<file path="src/hw/rtl/sha256_block_compressor_macros.svh">
// ----------------------------------------------------------------------------
// SHA-256 block compressor assertion macros
// Shared concurrent assertion forms for the compressor RTL.
// ----------------------------------------------------------------------------
`ifndef SHA256_BLOCK_COMPRESSOR_MACROS_SVH
`define SHA256_BLOCK_COMPRESSOR_MACROS_SVH

// Same-cycle implication, disabled while in reset.
`define SHAC_ASSERT_HOLDS(label, clk, rstn, ante, cons) \
    label: assert property (@(posedge clk) disable iff (!rstn) (ante) |-> (cons)) \
        else $error("shac assertion failed");

// Next-cycle implication, disabled while in reset.
`define SHAC_ASSERT_NEXT(label, clk, rstn, ante, cons) \
    label: assert property (@(posedge clk) disable iff (!rstn) (ante) |=> (cons)) \
        else $error("shac assertion failed");

`endif

</file>
<file path="src/hw/rtl/shac_pkg.sv">
// ----------------------------------------------------------------------------
// shac_pkg
// Types, constant tables and round functions of the SHA-256 block compressor.
// ----------------------------------------------------------------------------
`timescale 1ns / 1ps
`default_nettype none

package shac_pkg;

    localparam int HASH_WORDS  = 8;
    localparam int ROUNDS      = 64;
    localparam int QUEUE_DEPTH = 4;
    localparam int QPTR_W      = $clog2(QUEUE_DEPTH);

    typedef logic [31:0] word_t;

    typedef struct packed {
        logic [31:0] message_word;
        logic        new_message;
    } shac_in_t;

    typedef struct packed {
        logic [31:0] hash_word;
        logic [2:0]  hash_index;
        logic        last;
    } shac_out_t;

    // One classified message word on its way from front to back.
    typedef struct packed {
        logic [31:0] word;
        logic        first;
        logic        fresh;
    } shac_entry_t;

    typedef struct packed {
        logic full;
        logic empty;
    } shac_qstat_t;

    localparam word_t IV_TABLE [HASH_WORDS] = '{
        32'h6a09e667, 32'hbb67ae85, 32'h3c6ef372, 32'ha54ff53a,
        32'h510e527f, 32'h9b05688c, 32'h1f83d9ab, 32'h5be0cd19
    };

    localparam word_t K_TABLE [ROUNDS] = '{
        32'h428a2f98, 32'h71374491, 32'hb5c0fbcf, 32'he9b5dba5,
        32'h3956c25b, 32'h59f111f1, 32'h923f82a4, 32'hab1c5ed5,
        32'hd807aa98, 32'h12835b01, 32'h243185be, 32'h550c7dc3,
        32'h72be5d74, 32'h80deb1fe, 32'h9bdc06a7, 32'hc19bf174,
        32'he49b69c1, 32'hefbe4786, 32'h0fc19dc6, 32'h240ca1cc,
        32'h2de92c6f, 32'h4a7484aa, 32'h5cb0a9dc, 32'h76f988da,
        32'h983e5152, 32'ha831c66d, 32'hb00327c8, 32'hbf597fc7,
        32'hc6e00bf3, 32'hd5a79147, 32'h06ca6351, 32'h14292967,
        32'h27b70a85, 32'h2e1b2138, 32'h4d2c6dfc, 32'h53380d13,
        32'h650a7354, 32'h766a0abb, 32'h81c2c92e, 32'h92722c85,
        32'ha2bfe8a1, 32'ha81a664b, 32'hc24b8b70, 32'hc76c51a3,
        32'hd192e819, 32'hd6990624, 32'hf40e3585, 32'h106aa070,
        32'h19a4c116, 32'h1e376c08, 32'h2748774c, 32'h34b0bcb5,
        32'h391c0cb3, 32'h4ed8aa4a, 32'h5b9cca4f, 32'h682e6ff3,
        32'h748f82ee, 32'h78a5636f, 32'h84c87814, 32'h8cc70208,
        32'h90befffa, 32'ha4506ceb, 32'hbef9a3f7, 32'hc67178f2
    };

    function automatic word_t rotr(input word_t x, input int unsigned n);
        return (x >> n) | (x << (32 - n));
    endfunction

    function automatic word_t big_sigma0(input word_t x);
        return rotr(x, 2) ^ rotr(x, 13) ^ rotr(x, 22);
    endfunction

    function automatic word_t big_sigma1(input word_t x);
        return rotr(x, 6) ^ rotr(x, 11) ^ rotr(x, 25);
    endfunction

    function automatic word_t small_sigma0(input word_t x);
        return rotr(x, 7) ^ rotr(x, 18) ^ (x >> 3);
    endfunction

    function automatic word_t small_sigma1(input word_t x);
        return rotr(x, 17) ^ rotr(x, 19) ^ (x >> 10);
    endfunction

endpackage

`default_nettype wire

</file>
<file path="src/hw/rtl/sha256_block_compressor.sv">
// ----------------------------------------------------------------------------
// sha256_block_compressor
// SHA-256 compression of 16-word blocks into eight chaining words.
// ----------------------------------------------------------------------------
//
//  channel | dir | handshake          | beat payload
//  --------+-----+--------------------+---------------------------------------
//  s_      | in  | s_valid / s_ready  | shac_in_t  {message_word, new_message}
//  m_      | out | m_valid / m_ready  | shac_out_t {hash_word, hash_index, last}
//
//  In the back end a block runs rounds 0..15, one per popped word, then
//  48 expansion rounds, then the chaining add. While the round engine works,
//  the queue still takes beats; sustained rate is set by the single round
//  unit. Results go out as eight beats, overlapped with absorbing the next
//  block. Reset (aresetn low, synchronous) reloads the initial hash values,
//  empties the queue and drops any partial block. s_ready drops only when the
//  four-entry queue is full; a stalled m_ready delays the next chaining add.
//
`timescale 1ns / 1ps
`default_nettype none

module sha256_block_compressor (
    input  wire logic                aclk,
    input  wire logic                aresetn,
    input  wire logic                s_valid,
    output logic                     s_ready,
    input  wire shac_pkg::shac_in_t  s_data,
    output logic                     m_valid,
    input  wire logic                m_ready,
    output shac_pkg::shac_out_t      m_data
);

    // Front, queue and core: classified words, queue status, push and pop.
    shac_pkg::shac_entry_t push_entry;
    shac_pkg::shac_entry_t pop_entry;
    shac_pkg::shac_qstat_t q_stat;
    logic                  q_push;
    logic                  q_pop;

    // Accept input beats and mark block starts.
    shac_front u_front (
        .aclk    (aclk),
        .aresetn (aresetn),
        .s_valid (s_valid),
        .s_ready (s_ready),
        .s_data  (s_data),
        .q_stat  (q_stat),
        .q_push  (q_push),
        .q_entry (push_entry)
    );

    // Decouple input from the round engine.
    shac_queue u_queue (
        .aclk       (aclk),
        .aresetn    (aresetn),
        .push       (q_push),
        .push_entry (push_entry),
        .pop        (q_pop),
        .pop_entry  (pop_entry),
        .q_stat     (q_stat)
    );

    // Run rounds, update chaining values, emit the eight result beats.
    shac_core u_core (
        .aclk    (aclk),
        .aresetn (aresetn),
        .q_stat  (q_stat),
        .q_entry (pop_entry),
        .q_pop   (q_pop),
        .m_valid (m_valid),
        .m_ready (m_ready),
        .m_data  (m_data)
    );

endmodule

`default_nettype wire

</file>
<file path="src/hw/rtl/shac_front.sv">
// ----------------------------------------------------------------------------
// shac_front
// Input side: accepts message words and tags block starts.
// ----------------------------------------------------------------------------
`timescale 1ns / 1ps
`default_nettype none

module shac_front (
    input  wire logic                  aclk,
    input  wire logic                  aresetn,
    input  wire logic                  s_valid,
    output logic                       s_ready,
    input  wire shac_pkg::shac_in_t    s_data,
    input  wire shac_pkg::shac_qstat_t q_stat,
    output logic                       q_push,
    output shac_pkg::shac_entry_t      q_entry
);

    logic [3:0] count_reg;
    logic [3:0] count_next;

    assign s_ready = !q_stat.full;
    assign q_push  = s_valid && s_ready;

    // A word opens a block when it restarts the message or the count wraps.
    always_comb begin
        q_entry.word  = s_data.message_word;
        q_entry.fresh = s_data.new_message;
        q_entry.first = s_data.new_message || (count_reg == 4'd0);
        count_next    = (s_data.new_message ? 4'd0 : count_reg) + 4'd1;
    end

    always_ff @(posedge aclk) begin
        if (!aresetn) begin
            count_reg <= 4'd0;
        end else if (q_push) begin
            count_reg <= count_next;
        end
    end

endmodule

`default_nettype wire

</file>
<file path="src/hw/rtl/shac_queue.sv">
// ----------------------------------------------------------------------------
// shac_queue
// Short FIFO of classified words between front and back.
// ----------------------------------------------------------------------------
`timescale 1ns / 1ps
`default_nettype none

module shac_queue (
    input  wire logic                  aclk,
    input  wire logic                  aresetn,
    input  wire logic                  push,
    input  wire shac_pkg::shac_entry_t push_entry,
    input  wire logic                  pop,
    output shac_pkg::shac_entry_t      pop_entry,
    output shac_pkg::shac_qstat_t      q_stat
);

    localparam int PTR_W  = shac_pkg::QPTR_W;
    localparam int QCNT_W = shac_pkg::QPTR_W + 1;

    shac_pkg::shac_entry_t           mem_reg [shac_pkg::QUEUE_DEPTH];
    logic [shac_pkg::QPTR_W-1:0]     wr_ptr_reg;
    logic [shac_pkg::QPTR_W-1:0]     rd_ptr_reg;
    logic [QCNT_W-1:0]               count_reg;

    assign pop_entry    = mem_reg[rd_ptr_reg];
    assign q_stat.full  = (count_reg == QCNT_W'(shac_pkg::QUEUE_DEPTH));
    assign q_stat.empty = (count_reg == '0);

    always_ff @(posedge aclk) begin
        if (push) begin
            mem_reg[wr_ptr_reg] <= push_entry;
        end
    end

    always_ff @(posedge aclk) begin
        if (!aresetn) begin
            wr_ptr_reg <= '0;
            rd_ptr_reg <= '0;
            count_reg  <= '0;
        end else begin
            if (push) begin
                wr_ptr_reg <= wr_ptr_reg + PTR_W'(1);
            end
            if (pop) begin
                rd_ptr_reg <= rd_ptr_reg + PTR_W'(1);
            end
            unique case ({push, pop})
                2'b10:   count_reg <= count_reg + QCNT_W'(1);
                2'b01:   count_reg <= count_reg - QCNT_W'(1);
                default: count_reg <= count_reg;
            endcase
        end
    end

endmodule

`default_nettype wire

</file>
<file path="src/hw/rtl/shac_core.sv">
// ----------------------------------------------------------------------------
// shac_core
// Round engine, schedule window, chaining update and result emitter.
// ----------------------------------------------------------------------------
`timescale 1ns / 1ps
`default_nettype none

`include "sha256_block_compressor_macros.svh"

module shac_core (
    input  wire logic                  aclk,
    input  wire logic                  aresetn,
    input  wire shac_pkg::shac_qstat_t q_stat,
    input  wire shac_pkg::shac_entry_t q_entry,
    output logic                       q_pop,
    output logic                       m_valid,
    input  wire logic                  m_ready,
    output shac_pkg::shac_out_t        m_data
);

    localparam logic [1:0] PH_ABSORB = 2'd0;
    localparam logic [1:0] PH_EXPAND = 2'd1;
    localparam logic [1:0] PH_FINAL  = 2'd2;

    logic [1:0]              phase_reg;
    logic [1:0]              phase_next;
    logic [5:0]              round_reg;
    logic [5:0]              round_next;
    logic                    fresh_reg;
    logic                    emit_busy_reg;
    logic [2:0]              emit_idx_reg;
    logic                    m_valid_reg;
    shac_pkg::shac_out_t     m_data_reg;

    shac_pkg::word_t         cv_reg  [shac_pkg::HASH_WORDS];
    shac_pkg::word_t         v_reg   [shac_pkg::HASH_WORDS];
    shac_pkg::word_t         v_next  [shac_pkg::HASH_WORDS];
    shac_pkg::word_t         v_in    [shac_pkg::HASH_WORDS];
    shac_pkg::word_t         win_reg [16];
    shac_pkg::word_t         w_pre_reg;

    logic                    start_blk;
    logic                    round_en;
    logic                    do_final;
    logic                    out_load;
    logic [5:0]              t_idx;
    shac_pkg::word_t         w_exp;
    shac_pkg::word_t         w_cur;
    shac_pkg::word_t         t1;
    shac_pkg::word_t         t2;
    shac_pkg::word_t         ch;
    shac_pkg::word_t         maj;

    assign q_pop     = (phase_reg == PH_ABSORB) && !q_stat.empty;
    assign start_blk = q_pop && q_entry.first;
    assign round_en  = q_pop || (phase_reg == PH_EXPAND);
    assign do_final  = (phase_reg == PH_FINAL) && !emit_busy_reg;
    assign out_load  = !m_valid_reg || m_ready;
    assign t_idx     = start_blk ? 6'd0 : round_reg;

    // Expand the schedule word of the next round from fixed window taps;
    // it is registered so the round itself starts from a settled word.
    assign w_exp = win_reg[1] + shac_pkg::small_sigma0(win_reg[2]) + win_reg[10]
                 + shac_pkg::small_sigma1(win_reg[15]);
    assign w_cur = (phase_reg == PH_ABSORB) ? q_entry.word : w_pre_reg;

    always_comb begin
        for (int i = 0; i < shac_pkg::HASH_WORDS; i++) begin
            if (start_blk) begin
                v_in[i] = q_entry.fresh ? shac_pkg::IV_TABLE[i] : cv_reg[i];
            end else begin
                v_in[i] = v_reg[i];
            end
        end
        ch  = (v_in[4] & v_in[5]) ^ (~v_in[4] & v_in[6]);
        maj = (v_in[0] & v_in[1]) ^ (v_in[0] & v_in[2]) ^ (v_in[1] & v_in[2]);
        t1  = v_in[7] + shac_pkg::big_sigma1(v_in[4]) + ch + shac_pkg::K_TABLE[t_idx] + w_cur;
        t2  = shac_pkg::big_sigma0(v_in[0]) + maj;
        v_next[7] = v_in[6];
        v_next[6] = v_in[5];
        v_next[5] = v_in[4];
        v_next[4] = v_in[3] + t1;
        v_next[3] = v_in[2];
        v_next[2] = v_in[1];
        v_next[1] = v_in[0];
        v_next[0] = t1 + t2;
    end

    always_comb begin
        phase_next = phase_reg;
        round_next = round_reg;
        unique case (phase_reg)
            PH_ABSORB: begin
                if (q_pop) begin
                    round_next = t_idx + 6'd1;
                    if (t_idx == 6'd15) begin
                        phase_next = PH_EXPAND;
                    end
                end
            end
            PH_EXPAND: begin
                round_next = round_reg + 6'd1;
                if (round_reg == 6'(shac_pkg::ROUNDS - 1)) begin
                    phase_next = PH_FINAL;
                end
            end
            PH_FINAL: begin
                if (do_final) begin
                    phase_next = PH_ABSORB;
                end
            end
            default: begin
                phase_next = PH_ABSORB;
                round_next = 6'd0;
            end
        endcase
    end

    // Working variables and window carry no reset.
    always_ff @(posedge aclk) begin
        if (round_en) begin
            for (int i = 0; i < shac_pkg::HASH_WORDS; i++) begin
                v_reg[i] <= v_next[i];
            end
            for (int i = 0; i < 15; i++) begin
                win_reg[i] <= win_reg[i + 1];
            end
            win_reg[15] <= w_cur;
            w_pre_reg   <= w_exp;
        end
        if (out_load && emit_busy_reg) begin
            m_data_reg.hash_word  <= cv_reg[emit_idx_reg];
            m_data_reg.hash_index <= emit_idx_reg;
            m_data_reg.last       <= (emit_idx_reg == 3'(shac_pkg::HASH_WORDS - 1));
        end
    end

    always_ff @(posedge aclk) begin
        if (!aresetn) begin
            phase_reg     <= PH_ABSORB;
            round_reg     <= 6'd0;
            fresh_reg     <= 1'b0;
            emit_busy_reg <= 1'b0;
            emit_idx_reg  <= 3'd0;
            m_valid_reg   <= 1'b0;
            for (int i = 0; i < shac_pkg::HASH_WORDS; i++) begin
                cv_reg[i] <= shac_pkg::IV_TABLE[i];
            end
        end else begin
            phase_reg <= phase_next;
            round_reg <= round_next;
            if (start_blk) begin
                fresh_reg <= q_entry.fresh;
            end
            if (do_final) begin
                for (int i = 0; i < shac_pkg::HASH_WORDS; i++) begin
                    cv_reg[i] <= (fresh_reg ? shac_pkg::IV_TABLE[i] : cv_reg[i]) + v_reg[i];
                end
                emit_busy_reg <= 1'b1;
                emit_idx_reg  <= 3'd0;
            end else if (out_load && emit_busy_reg) begin
                emit_idx_reg <= emit_idx_reg + 3'd1;
                if (emit_idx_reg == 3'(shac_pkg::HASH_WORDS - 1)) begin
                    emit_busy_reg <= 1'b0;
                end
            end
            if (out_load) begin
                m_valid_reg <= emit_busy_reg;
            end
        end
    end

    assign m_valid = m_valid_reg;
    assign m_data  = m_data_reg;

    `SHAC_ASSERT_HOLDS(a_pop_in_absorb, aclk, aresetn, q_pop, phase_reg == PH_ABSORB)
    `SHAC_ASSERT_HOLDS(a_last_on_h7, aclk, aresetn, m_valid, m_data.last == (m_data.hash_index == 3'd7))
    `SHAC_ASSERT_NEXT(a_final_waits, aclk, aresetn, phase_reg == PH_FINAL && emit_busy_reg, phase_reg == PH_FINAL)
    `SHAC_ASSERT_NEXT(a_emit_starts, aclk, aresetn, do_final, emit_busy_reg && emit_idx_reg == 3'd0)

endmodule

`default_nettype wire
</file>
<file path="config.mk">
export PLATFORM = sky130hd
export DESIGN_NAME = sha256_block_compressor
export DESIGN_NICKNAME = d
export VERILOG_FILES = /design/src/hw/rtl/shac_pkg.sv /design/src/hw/rtl/sha256_block_compressor.sv /design/src/hw/rtl/shac_front.sv /design/src/hw/rtl/shac_queue.sv /design/src/hw/rtl/shac_core.sv
export VERILOG_INCLUDE_DIRS = /design/src /design/src/hw/rtl
export SDC_FILE = /design/constraint.sdc
export NUM_CORES = 2
export LEC_CHECK = 0
export BUFFER_PORTS_ARGS = -buffer_cell sky130_fd_sc_hd__clkbuf_2
export CORE_MARGIN = 2
export CORE_UTILIZATION = 35
export CTS_CLUSTER_DIAMETER = 80
export DETAILED_ROUTE_END_ITERATION = 16
export PLACE_DENSITY = 0.51
export SLEW_MARGIN = 10
export SYNTH_ARGS = -nofsm -noshare
export SYNTH_HDL_FRONTEND = slang
export SYNTH_SLANG_ARGS = --single-unit
</file>
<file path="constraint.sdc">
create_clock -name aclk -period 36.5 [get_ports aclk]
set_clock_uncertainty 0.1 [all_clocks]
set_input_delay 5.475 -clock aclk [delete_from_list [all_inputs] [get_ports aclk]]
set_output_delay 5.475 -clock aclk [all_outputs]
set_load 0.02 [all_outputs]
</file>
==> summary.txt <==
Routing
  – Routed WL: about 250000 um
  – Vias per cell: 5.499
  – DR pass1 iterations: 5
  – DR vias: around 52000
  – DRC Markers: 0
  – Starting DRT DRC Count: around 5300
  – Post-DRT Antenna Nets: 0
  – Wirelength per Cell: roughly 26 um

Worst setup path
  – Crit path launch type: flop
  – Crit. Startpoint: u_queue.mem_reg[3][1]$_DFFE_PP_
  – FF-to-FF End: u_core.v_reg[0][28]$_DFFE_PP_
  – Critical Path AT: approximately 12 ns
  – Worst path bufs/invs: 3
  – Critical path's most frequent cell: fa_1
  – Worst R2R Setup Slack: approximately 25 ns
  – CP delay by family, top: compound AO/OA/AOI/OAI gates
  – CP Max Fanout: 26
  – Worst path slowest cell: o31ai_2
  – Setup CP Type: reg2reg
  – CP max stage delay: approximately 0.80 ns
  – Reg-to-reg startpoint: u_queue.mem_reg[3][1]$_DFFE_PP_
  – Worst Setup End Kind: flop
  – R2R depth: 36
  – Critical Path RT: 36.96 ns

Placement
  – I/O Buffers: 74
  – Hpwl dp: 184300 um
  – GPL Wtd Cong: 0.9325

STA
  – Hold slack: around 0.30 ns
  – Max Slew Vio Count: 0
  – Worst-margin pin slew: between 1 and 1.5 ns
  – Final setup fails: 0
  – Post-layout min period: 11.37 ns
  – Final Hold Fails: 0
  – Unrepaired setup endpoints after global routing: no
  – Crit share post-route: 0.3116
  – Max frequency: a little under 90 MHz
  – Final setup TNS: 0 ns
  – Worst slew margin: 0.1692

Yosys
  – Yosys reg bits: about 1200
  – Ys Warns: 0
  – Netlist cell types: 100
  – Ys flop type: edfxtp_1
  – Synthesized area: 0.07441 sq mm
  – Share of the synthesized area in the top cell type: 0.4827
  – Cell taking the most area after synthesis: edfxtp_1
  – Register area share after synthesis: 0.4899
  – Commonest cells post-synth: edfxtp_1 (1196), nand2_1 (669), xnor2_1 (436)
  – Post-synthesis cell count: 6519
  – Synth area leaders: edfxtp_1 (48%), ha_1 (6.7%), fa_1 (5.3%), xnor2_1 (5.1%), nand2_1 (3.4%)
  – Count leader, synth: edfxtp_1
  – Post-synth EDFFs: between 1000 and 1500
  – Async SR Flop Fraction: 0
  – Post-Synthesis Net Count: between 7000 and 8000
  – Post-synthesis area per instance: between 10 and 15 sq um

Clock tree
  – Num CTS Buffers: 150
  – Clk_lat worst skew: ~0.85 ns
  – Maximum clock path buffer count: 3
  – Hold_buf cts: 0
  – H-tree depth: 4
  – Post-CTS Setup Inserts: 0
  – Worst-path clk slew: ~0.060 ns
  – Clock sink count: between 1000 and 1500
  – Clock root buffer: clkbuf_16
  – CTS tree: yes
  – Post_cts resized: 0

Floorplan
  – Die width: around 470 um
  – Initial Util: 0.3515
  – I/O Pins: 75
  – Die area: roughly 0.22 sq mm
  – Die Span Y: between 400 and 500 um
  – Num rows: approximately 170
  – Core area: approximately 0.21 sq mm

Min path
  – Hold_sp: u_core.win_reg[13][21]$_DFFE_PP_
  – Cells on Worst Hold Path: 0
  – Hold EP: u_core.win_reg[12][21]$_DFFE_PP_
  – Hold Path Class: reg2reg

GRT
  – First-pass GRT wire length: about 360000 um
  – GRT Resource Usage Total: 0.2290
  – Largest net degree at the start of global routing: between 150 and 200
  – Vias in the first global route: 49790
  – Initial antenna violation count: 18
  – Total grt overflow: 0

Job
  – # Max-Cap Violations: 0

Final layout
  – Max reg flops: 480
  – Final layout net count: roughly 7200
  – Share of cells above drive strength 1: 0.1156
  – Area growth from synthesis to layout: 11.53%

Status
  – Status: finished clean
## layer usage
layer	GRT usage	wire length, um	vias to the layer above
li1	-	-	23880
met1	0.3358	117300	26490
met2	0.3424	109900	1699
met3	0.03775	16230	297
met4	0.07664	8398	4
met5	0	23	-
## per-stage QoR
stage | cells | utilization | worst slack [ns] | instance area (sq um)
final | 9523 | 0.3921 | 25.13 | 82990
after global routing | 9518 | 0.3920 | 24.53 | 82980
after CTS | 9517 | 0.3920 | 25.25 | 82980
after detailed placement | 9242 | 0.3689 | 25.38 | 78080
after global placement | 9242 | 0.3689 | 25.37 | 78080
after floorplan | 6519 | - | 13.13 | 74410
## worst register-to-register path, delay by kind of cell (launching register included)
| kind | cells | cell delay, ns |
|---|---|---|
| DFF | 1 | 0.35 |
| xor gates and xnor gates | 2 | 0.43 |
| muxes | 1 | 0.55 |
| adders and majority gates | 7 | 3.59 |
| AOI/OAI and AO/OA | 17 | 4.25 |
| buffers and inverters | 3 | 0.57 |
| and+or+nand+nor | 6 | 1.26 |
## logic make-up (layout without fill, tap and decap cells)
family | after synthesis | after routing | share of synthesized area
AND/OR/NAND/NOR | 1927 | 1927 | 0.1242
AO/OA/AOI/OAI | 1431 | 1431 | 0.1217
flip-flops | 1223 | 1223 | 0.4899
adder cells (fa/ha/maj) | 617 | 617 | 0.1227
XOR/XNOR | 559 | 559 | 0.06617
buffers and inverters | 548 | 725 | 0.02864
multiplexers | 214 | 214 | 0.04670
other | 0 | 6 | 0
## layout by cell type, fill, tap and decap left out, drive strengths merged, types with 25 or more instances in the layout
cell / netlist / routed
a211oi: 58 / 58
a21boi: 25 / 25
a21o: 162 / 162
a21oi: 407 / 407
a31oi: 45 / 45
and2: 42 / 42
and3: 84 / 84
buf: 87 / 86
clkbuf: 170 / 255
clkinv: 1 / 69
dfxtp: 27 / 27
edfxtp: 1196 / 1196
fa: 196 / 196
ha: 397 / 397
inv: 290 / 298
mux2: 85 / 85
mux2i: 31 / 31
mux4: 98 / 98
nand2: 671 / 671
nand2b: 69 / 69
nand3: 152 / 152
nor2: 369 / 369
nor2b: 169 / 169
nor3: 89 / 89
o211ai: 36 / 36
o21a: 68 / 68
o21ai: 395 / 395
o21bai: 53 / 53
or2: 152 / 152
or3: 50 / 50
xnor2: 436 / 436
xor2: 121 / 121
## layout make-up
| cell class | instances | area [sq um] |
|---|---|---|
| timing repair buffer | 159 | 1074 |
| multi-input combinational | 4748 | 35920 |
| sequential | 1223 | 36470 |
| antenna | 6 | 15.01 |
| tap | 2821 | 3530 |
| clock inverter | 93 | 980.9 |
| inverter | 291 | 1092 |
| fill | 20330 | 128700 |
| clock buffer | 182 | 3916 |
## how the worst max path moves through the flow
stage / cells past startpoint / to
floorplan: 6 / u_core.round_reg[5]$_SDFFE_PN0P_
global placement: 36 / u_core.v_reg[0][28]$_DFFE_PP_
detailed placement: 36 / u_core.v_reg[0][28]$_DFFE_PP_
CTS: 36 / u_core.v_reg[0][28]$_DFFE_PP_
global route: 36 / u_core.v_reg[0][28]$_DFFE_PP_
finish: 36 / u_core.v_reg[0][28]$_DFFE_PP_
Power is left out: the tool's default activity adds up to more than one toggle a clock period on the data nets, which glitch-free logic cannot reach.
